--- src/fscm_pkg.sv ---
// Shared types and constants of the focus scene-change monitor.
// No dependencies; every other file of the block imports this package.
`default_nettype none

package fscm_pkg;

  // widths that the register map fixes
  localparam int RATIO_BITS    = 8;
  localparam int FRAME_BITS    = 10;
  localparam int CFG_IDX_BITS  = 3;
  localparam int CFG_DATA_BITS = 32;

  // configuration register indexes
  typedef enum logic [CFG_IDX_BITS-1:0] {
    REG_PEAK_VALUE     = 3'd0,
    REG_CHANGE_RATIO   = 3'd1,
    REG_STABLE_RATIO   = 3'd2,
    REG_CHANGE_FRAMES  = 3'd3,
    REG_STABLE_FRAMES  = 3'd4,
    REG_TIMEOUT_FRAMES = 3'd5
  } fscm_reg_idx_t;

  // register reset values
  localparam logic [RATIO_BITS-1:0] CHANGE_RATIO_RST   = 8'd77;
  localparam logic [RATIO_BITS-1:0] STABLE_RATIO_RST   = 8'd26;
  localparam logic [FRAME_BITS-1:0] CHANGE_FRAMES_RST  = 10'd30;
  localparam logic [FRAME_BITS-1:0] STABLE_FRAMES_RST  = 10'd15;
  localparam logic [FRAME_BITS-1:0] TIMEOUT_FRAMES_RST = 10'd300;

  // ratio and limit settings handed from the register file to the tracker
  typedef struct packed {
    logic [RATIO_BITS-1:0] change_ratio;
    logic [RATIO_BITS-1:0] stable_ratio;
    logic [FRAME_BITS-1:0] change_frames;
    logic [FRAME_BITS-1:0] stable_frames;
    logic [FRAME_BITS-1:0] timeout_frames;
  } fscm_limits_t;

endpackage

`default_nettype wire

--- src/fscm_cfg_regs.sv ---
// Configuration register file of the focus scene-change monitor.
// Depends on fscm_pkg for register indexes, reset values and the limits struct.
`default_nettype none

module fscm_cfg_regs
  import fscm_pkg::*;
#(
  parameter int VALUE_BITS = 31
) (
  input  wire logic                     clk,
  input  wire logic                     rst,
  input  wire logic                     wr_en,
  input  wire logic [CFG_IDX_BITS-1:0]  wr_index,
  input  wire logic [CFG_DATA_BITS-1:0] wr_data,
  output logic      [VALUE_BITS-1:0]    peak_value,
  output fscm_limits_t                  limits
);

  // one register per index, unknown indexes drop the transfer
  always_ff @(posedge clk) begin
    if (rst) begin
      peak_value            <= '0;
      limits.change_ratio   <= CHANGE_RATIO_RST;
      limits.stable_ratio   <= STABLE_RATIO_RST;
      limits.change_frames  <= CHANGE_FRAMES_RST;
      limits.stable_frames  <= STABLE_FRAMES_RST;
      limits.timeout_frames <= TIMEOUT_FRAMES_RST;
    end else if (wr_en) begin
      case (fscm_reg_idx_t'(wr_index))
        REG_PEAK_VALUE:     peak_value            <= wr_data[VALUE_BITS-1:0];
        REG_CHANGE_RATIO:   limits.change_ratio   <= wr_data[RATIO_BITS-1:0];
        REG_STABLE_RATIO:   limits.stable_ratio   <= wr_data[RATIO_BITS-1:0];
        REG_CHANGE_FRAMES:  limits.change_frames  <= wr_data[FRAME_BITS-1:0];
        REG_STABLE_FRAMES:  limits.stable_frames  <= wr_data[FRAME_BITS-1:0];
        REG_TIMEOUT_FRAMES: limits.timeout_frames <= wr_data[FRAME_BITS-1:0];
        default: ;
      endcase
    end
  end

endmodule

`default_nettype wire

--- src/fscm_ratio_cmp.sv ---
// Exact relative-deviation compare: |a - b| * 256 against ref_val * ratio.
// Depends on fscm_pkg for the ratio width.
`default_nettype none

module fscm_ratio_cmp
  import fscm_pkg::*;
#(
  parameter int VALUE_BITS = 31
) (
  input  wire logic [VALUE_BITS-1:0] a,
  input  wire logic [VALUE_BITS-1:0] b,
  input  wire logic [VALUE_BITS-1:0] ref_val,
  input  wire logic [RATIO_BITS-1:0] ratio,
  output logic                       above,
  output logic                       below
);

  localparam int PROD_BITS = VALUE_BITS + RATIO_BITS;

  logic [VALUE_BITS-1:0] diff;
  logic [PROD_BITS-1:0]  diff_scaled;
  logic [PROD_BITS-1:0]  bound;

  // absolute difference, scaled by one in Q0.8
  assign diff        = (a >= b) ? (a - b) : (b - a);
  assign diff_scaled = {diff, {RATIO_BITS{1'b0}}};

  // reference times ratio, full width so nothing is truncated
  assign bound = {{RATIO_BITS{1'b0}}, ref_val} * {{VALUE_BITS{1'b0}}, ratio};

  assign above = diff_scaled > bound;
  assign below = diff_scaled < bound;

endmodule

`default_nettype wire

--- src/fscm_tracker.sv ---
// Frame tracker: change and stable counters, timeout and pending state.
// Depends on fscm_pkg and two fscm_ratio_cmp instances.
`default_nettype none

module fscm_tracker
  import fscm_pkg::*;
#(
  parameter int VALUE_BITS = 31,
  parameter int COUNT_BITS = 10
) (
  input  wire logic                  clk,
  input  wire logic                  rst,
  input  wire logic                  advance,
  input  wire logic [VALUE_BITS-1:0] sharpness,
  input  wire logic [VALUE_BITS-1:0] peak_value,
  input  wire fscm_limits_t          limits,
  output logic                       refocus,
  output logic                       pending
);

  localparam int CMP_BITS = (COUNT_BITS > FRAME_BITS) ? COUNT_BITS : FRAME_BITS;
  localparam logic [COUNT_BITS-1:0] COUNT_MAX = {COUNT_BITS{1'b1}};

  logic                  pending_flag, pending_flag_next;
  logic [COUNT_BITS-1:0] change_count, change_count_next;
  logic [COUNT_BITS-1:0] stable_count, stable_count_next;
  logic [COUNT_BITS-1:0] timeout_count, timeout_count_next;
  logic [VALUE_BITS-1:0] previous_value, previous_value_next;
  logic                  is_changed, is_stable;
  logic                  change_below_unused, stable_above_unused;
  logic                  refocus_hit;

  // deviation from peak while idle
  fscm_ratio_cmp #(.VALUE_BITS(VALUE_BITS)) u_change_cmp (
    .a       (sharpness),
    .b       (peak_value),
    .ref_val (peak_value),
    .ratio   (limits.change_ratio),
    .above   (is_changed),
    .below   (change_below_unused)
  );

  // frame-to-frame deviation while pending
  fscm_ratio_cmp #(.VALUE_BITS(VALUE_BITS)) u_stable_cmp (
    .a       (previous_value),
    .b       (sharpness),
    .ref_val (previous_value),
    .ratio   (limits.stable_ratio),
    .above   (stable_above_unused),
    .below   (is_stable)
  );

  function automatic logic [COUNT_BITS-1:0] count_up(input logic [COUNT_BITS-1:0] c);
    count_up = (c == COUNT_MAX) ? c : c + 1'b1;
  endfunction

  function automatic logic reached(input logic [COUNT_BITS-1:0] c,
                                   input logic [FRAME_BITS-1:0] lim);
    reached = CMP_BITS'(c) >= CMP_BITS'(lim);
  endfunction

  // next state for the frame in flight
  always_comb begin
    pending_flag_next   = pending_flag;
    change_count_next   = change_count;
    stable_count_next   = stable_count;
    timeout_count_next  = timeout_count;
    previous_value_next = previous_value;
    refocus_hit         = 1'b0;

    // idle: look for a lasting change against the peak
    if (!pending_flag) begin
      if (is_changed) begin
        change_count_next = count_up(change_count);
        if (reached(change_count_next, limits.change_frames)) begin
          change_count_next = '0;
          pending_flag_next = 1'b1;
        end
      end else begin
        change_count_next = '0;
      end
    end

    // pending, including the frame that entered it: wait for the scene to settle
    if (pending_flag_next) begin
      stable_count_next   = is_stable ? count_up(stable_count) : '0;
      previous_value_next = sharpness;
      if (reached(stable_count_next, limits.stable_frames)) begin
        stable_count_next  = '0;
        timeout_count_next = '0;
        pending_flag_next  = 1'b0;
        refocus_hit        = 1'b1;
      end else begin
        timeout_count_next = count_up(timeout_count);
        if (reached(timeout_count_next, limits.timeout_frames)) begin
          timeout_count_next = '0;
          pending_flag_next  = 1'b0;
        end
      end
    end
  end

  // state registers, updated once per frame
  always_ff @(posedge clk) begin
    if (rst) begin
      pending_flag   <= 1'b0;
      change_count   <= '0;
      stable_count   <= '0;
      timeout_count  <= '0;
      previous_value <= '0;
    end else if (advance) begin
      pending_flag   <= pending_flag_next;
      change_count   <= change_count_next;
      stable_count   <= stable_count_next;
      timeout_count  <= timeout_count_next;
      previous_value <= previous_value_next;
    end
  end

  assign refocus = refocus_hit;
  assign pending = pending_flag_next;

endmodule

`default_nettype wire

--- src/focus_scene_change_monitor_core.sv ---
// Top level of the focus scene-change monitor: input register, tracker, result register.
// Depends on fscm_pkg, fscm_cfg_regs and fscm_tracker.
//
//  channel  direction  handshake            payload
//  in       to block   in_valid / in_stall  sharpness
//  out      from block out_valid/out_stall  refocus_now, change_pending
//  cfg      to block   cfg_valid/cfg_ready  cfg_index, cfg_data
//
// One frame per cycle sustained while out is not stalled; a frame passes from the input
// register through the tracker update into the result register, from which it transfers out.
// rst is synchronous and clears state, counters, valid flags and configuration registers
// to their reset values; the input value and result payload registers are not reset.
// A stall on out holds the result; in stalls only when the input register cannot move.
// cfg_ready is always high.
`default_nettype none

module focus_scene_change_monitor_core
  import fscm_pkg::*;
#(
  parameter int VALUE_BITS = 31,
  parameter int COUNT_BITS = 10
) (
  input  wire logic                     clk,
  input  wire logic                     rst,
  input  wire logic                     in_valid,
  output logic                          in_stall,
  input  wire logic [VALUE_BITS-1:0]    sharpness,
  output logic                          out_valid,
  input  wire logic                     out_stall,
  output logic                          refocus_now,
  output logic                          change_pending,
  input  wire logic                     cfg_valid,
  output logic                          cfg_ready,
  input  wire logic [CFG_IDX_BITS-1:0]  cfg_index,
  input  wire logic [CFG_DATA_BITS-1:0] cfg_data
);

  logic                  s1_valid, s1_valid_next;
  logic [VALUE_BITS-1:0] s1_value;
  logic                  s1_advance;
  logic                  in_take;
  logic                  out_valid_next;
  logic [VALUE_BITS-1:0] peak_value;
  fscm_limits_t          limits;
  logic                  refocus_calc, pending_calc;

  assign cfg_ready = 1'b1;

  fscm_cfg_regs #(.VALUE_BITS(VALUE_BITS)) u_cfg (
    .clk        (clk),
    .rst        (rst),
    .wr_en      (cfg_valid && cfg_ready),
    .wr_index   (cfg_index),
    .wr_data    (cfg_data),
    .peak_value (peak_value),
    .limits     (limits)
  );

  // flow control between the two register stages
  assign s1_advance     = s1_valid && (!out_valid || !out_stall);
  assign in_stall       = s1_valid && !s1_advance;
  assign in_take        = in_valid && !in_stall;
  assign s1_valid_next  = in_take || (s1_valid && !s1_advance);
  assign out_valid_next = s1_advance || (out_valid && out_stall);

  // input register
  always_ff @(posedge clk) begin
    if (rst) begin
      s1_valid <= 1'b0;
    end else begin
      s1_valid <= s1_valid_next;
    end
  end

  always_ff @(posedge clk) begin
    if (in_take) begin
      s1_value <= sharpness;
    end
  end

  fscm_tracker #(.VALUE_BITS(VALUE_BITS), .COUNT_BITS(COUNT_BITS)) u_tracker (
    .clk        (clk),
    .rst        (rst),
    .advance    (s1_advance),
    .sharpness  (s1_value),
    .peak_value (peak_value),
    .limits     (limits),
    .refocus    (refocus_calc),
    .pending    (pending_calc)
  );

  // result register
  always_ff @(posedge clk) begin
    if (rst) begin
      out_valid <= 1'b0;
    end else begin
      out_valid <= out_valid_next;
    end
  end

  always_ff @(posedge clk) begin
    if (s1_advance) begin
      refocus_now    <= refocus_calc;
      change_pending <= pending_calc;
    end
  end

  // a refocus always closes the pending period
  a_refocus_clears_pending: assert property (@(posedge clk) disable iff (rst)
    out_valid && refocus_now |-> !change_pending)
    else $error("refocus result with change still pending");

  // the tracker only moves when the result register can take the frame
  a_advance_has_room: assert property (@(posedge clk) disable iff (rst)
    s1_advance |-> (!out_valid || !out_stall))
    else $error("tracker advanced into an occupied result register");

  // a held frame in the input register is carried into the next cycle
  a_input_held: assert property (@(posedge clk) disable iff (rst)
    in_stall |=> s1_valid)
    else $error("stalled input frame lost");

endmodule

`default_nettype wire
--- config.mk ---
export PLATFORM = sky130hd
export DESIGN_NAME = focus_scene_change_monitor_core
export DESIGN_NICKNAME = d
export VERILOG_FILES = /design/src/fscm_pkg.sv /design/src/fscm_cfg_regs.sv /design/src/fscm_ratio_cmp.sv /design/src/fscm_tracker.sv /design/src/focus_scene_change_monitor_core.sv
export SDC_FILE = /design/constraint.sdc
export NUM_CORES = 2
export LEC_CHECK = 0
export ABC_AREA = 1
export BUFFER_PORTS_ARGS = -buffer_cell sky130_fd_sc_hd__buf_2
export CAP_MARGIN = 20
export CORE_MARGIN = 3
export CORE_UTILIZATION = 50
export DETAILED_ROUTE_END_ITERATION = 8
export PLACE_DENSITY = 0.72
export RECOVER_POWER = 50
export SETUP_SLACK_MARGIN = 0.05
export SYNTH_ARGS = -nofsm -noshare
export SYNTH_HDL_FRONTEND = slang
export SYNTH_SLANG_ARGS = --single-unit
--- constraint.sdc ---
create_clock -name clk -period 8.8 [get_ports clk]
set_input_delay 0.44 -clock clk [delete_from_list [all_inputs] [get_ports clk]]
set_output_delay 0.44 -clock clk [all_outputs]
set_load 0.02 [all_outputs]
==> flow_metrics.py <==
metrics = {
    "cells_and_area": {
        "drive_gt1_share_pct": 3.65,
        "nets": 5625,
        "syn_to_final_growth_pct": 4.79,
    },
    "grt": {
        "grt_pass1_wl_um": 162000,
        "grt_max_degree": 86,
        "grt-ovfl-total": 0,
        "grt_util_all_layers_pct": 29.1,
        "antenna_found_initial": 6,
        "grt_pass1_vias": 29787,
    },
    "run_status": {
        "violations": "max-capacitance violations, max-slew violations",
        "status": "finished, violations left",
    },
    "clocking": {
        "cts_max_level": 4,
        "clock_sinks": 174,
        "cts_tree": "built",
        "clock-root-buffer": "clkbuf_16",
        "postCtsSetupBuffers": 0,
        "clk_pin_slew_worst_paths_ns": 0.07,
        "cts_made_buffers": 17,
        "cts_resized": 0,
        "clock_latency_ns": 0.47,
        "postCtsHoldBufs": 0,
        "cts.path.max_buffers": 2,
    },
    "sta": {
        "maxSlewViolCount": 177,
        "timing.setup.tns_ns": 0,
        "max_freq_mhz": 125,
        "max_slew.worst_pin.slew_ns": 3.65,
        "slew-limit-headroom_pct": -143,
        "finalCritPeriodShare_pct": 90.6,
        "rsz0062_at_grt": "false",
        "fin_skew_ns": 0.0167,
        "setup_viol": 0,
        "min_period_ns": 7.97,
        "hold_viol_final": 0,
    },
    "route": {
        "drt_iter0_drc": 2874,
        "routed_wl_um": 101000,
        "antenna_left": 0,
        "wl_per_cell_um": 17.6,
        "firstDrtPassIters": 6,
        "num_vias": 31000,
        "viasPerCell": 5.40,
        "drc": 0,
    },
    "worst_hold_path": {
        "holdPathEnd": "s1_value[24]",
        "min_from": "sharpness[24]",
        "hp-class": "in2reg",
        "min_delay_path_depth": 1,
    },
    "worst_setup_path": {
        "worstSetupPathType": "reg2reg",
        "crit_top_cell": "a21oi_1",
        "startpoint_type": "flop",
        "r2r_start": "u_cfg.limits[34]",
        "cpMaxStageDelayCell": "fa_1",
        "ff2ff_setup_slack_ns": 0.83,
        "cp_top_family": "adder cells",
        "worstPathMaxFanout": 32,
        "crit_buf_inv": 6,
        "rr_worst_depth": 36,
        "worst_ep_arrival_time_ns": 8.37,
        "cp.required_ns": 9.20,
        "worstSetupStartpoint": "u_cfg.limits[34]",
        "rr_endpoint": "u_tracker.timeout_count[0]",
        "critPathCaptureType": "flop",
        "cpPeakStageDelay_ns": 0.55,
    },
    "yosys": {
        "netlist_top_cells_area": "fa_1 21%, nand2_1 14%, ha_1 13%",
        "synth_cells": 4916,
        "ys_ff_latch": 174,
        "synth-main-ff-cell": "dfxtp_1",
        "synth.avg_cell_area_um2": 6.75,
        "yosysSeqAreaShare_pct": 11.5,
        "synthArstFlopShare_pct": 0,
        "synth_most_common_cell": "nand2_1",
        "yosys.area.top_type": "fa_1",
        "synth_cell_types": 56,
        "syn_area_um2": 33200,
        "synth_edf_count": 33,
        "synth_warnings": 0,
        "synth.top_cell.area_share_pct": 21.2,
        "synthTopCellsByCount": "1233 x nand2_1, 1084 x inv_1, 401 x a21oi_1",
        "syn_nets": 5674,
    },
    "placed_design": {
        "io_buffers": 73,
        "place.gp.congestion": 0.984,
        "place_hpwl_um": 83200,
    },
    "die": {
        "initial_core_util_pct": 51.0,
        "num_rows": 93,
        "die_area_um2": 69500,
        "io_pins": 76,
        "dieHeight_um": 264,
        "core_um2": 65000,
        "die_w_um": 264,
    },
    "power_and_ir_drop": {
        "p_leak_nw": 19.1,
        "swShare_pct": 42.7,
        "cellPowerDensity_nw_per_um2": 81.2,
        "seqPwrFrac_pct": 32.1,
        "p_sw_mw": 1.21,
        "ir_drop_mv": 0.149,
        "total_power_mw": 2.82,
        "p_clk_share_pct": 27.5,
        "internal_power_mw": 1.62,
        "p_comb_share_pct": 40.4,
    },
    "job": {
        "maxCapViolCount": 3,
    },
}
## routing by layer
layer  part of all wire, %  track usage, %  vias up  wire (µm)
li1                      -               -    14948          -
met1                    47            43.9    14693      47200
met2                    42            43.6     1218      42300
met3                   9.0            4.62      137       9060
met4                   2.2            6.75        4       2230
met5                 0.027               0        -         27
## sequential cells by signal, indices dropped and copies added (netlist names)
name and count:
u_tracker.timeout_count 10, out_valid 1, u_tracker.change_count 10, refocus_now 1, u_cfg.limits 46, u_tracker.pending_flag 1
s1_value 31, u_tracker.stable_count 10, u_cfg.peak_value 31, s1_valid 1, u_tracker.previous_value 31, change_pending 1
## layout make-up
type | count | area [µm²]
fillers | 6471 | 30300
diodes | 1 | 2.50
repair buffers | 117 | 701
clock buffers | 17 | 425
well taps | 855 | 1070
clock inverters | 15 | 168
flip-flops and latches | 174 | 3820
inverters | 1095 | 4110
multi-input cells | 3462 | 24500
## power by group through the flow
stage / combinational (mW) / clock, mW / sequential, mW
2_1_floorplan: 0.828 / 0 / 0.874
3_3_place_gp: 1.10 / 0 / 0.920
3_5_place_dp: 1.12 / 0 / 0.921
4_1_cts: 1.13 / 0.785 / 0.903
5_1_grt: 1.29 / 0.813 / 0.909
6_report: 1.14 / 0.777 / 0.906
## cell families after synthesis
| group | count (synthesis) | synth area share (%) |
|---|---|---|
| simple gates | 1789 | 21.5 |
| buf+inv | 1280 | 14.8 |
| compound gates | 795 | 13.3 |
| fa+ha+maj | 687 | 33.9 |
| xor+xnor | 189 | 4.99 |
| flops | 174 | 11.5 |
| other cells | 1 | 0.0113 |
| mux | 1 | 0.0302 |
## worst max-delay path by stage
stage / end / slack, ns / cells after the start
global placement: u_tracker.timeout_count[1] / 0.74 / 35
global route: u_tracker.timeout_count[1] / 0.05 / 36
detailed placement: u_tracker.timeout_count[0] / 0.62 / 36
finish: u_tracker.timeout_count[0] / 0.83 / 36
floorplan: u_tracker.timeout_count[1] / 1.61 / 38
CTS: u_tracker.timeout_count[0] / 0.60 / 36
## cells in the final DEF (no fill, tap or decap), types with 3 or more instances in the layout
cell / instances
inv_1: 1084
o21ai_1: 13
inv_6: 3
inv_8: 4
edfxtp_1: 33
nor3_1: 24
clkbuf_16: 17
dfxtp_1: 134
a21boi_0: 7
fa_1: 352
buf_12: 3
o211ai_1: 28
nor4_1: 20
o21a_1: 24
nand4_1: 19
a21oi_1: 401
a211oi_1: 4
a31oi_1: 32
buf_4: 38
dfxtp_2: 7
clkbuf_1: 20
nand3b_1: 5
ha_1: 335
clkinv_8: 3
nand3_1: 149
o2111ai_1: 5
xor2_1: 142
xnor2_1: 47
buf_2: 56
nand2_2: 10
nor2_1: 313
o21bai_1: 24
o221ai_1: 9
a21oi_2: 3
nand2_1: 1233
nor2_2: 6
a21o_1: 26
o21ai_0: 210
inv_2: 9
## through the flow
step	hold slack (ns)	instance area, µm²	util (%)	cells	worst slack, ns
floorplan	0.435	33200	-	4916	1.61
global placement	0.442	34200	52.6	5703	0.739
detailed placement	0.455	34200	52.6	5703	0.622
CTS	0.125	34800	53.5	5735	0.605
global route	0.133	34800	53.4	5735	0.0539
finish	0.145	34800	53.4	5736	0.828
Power figures use the tool's default switching activity.
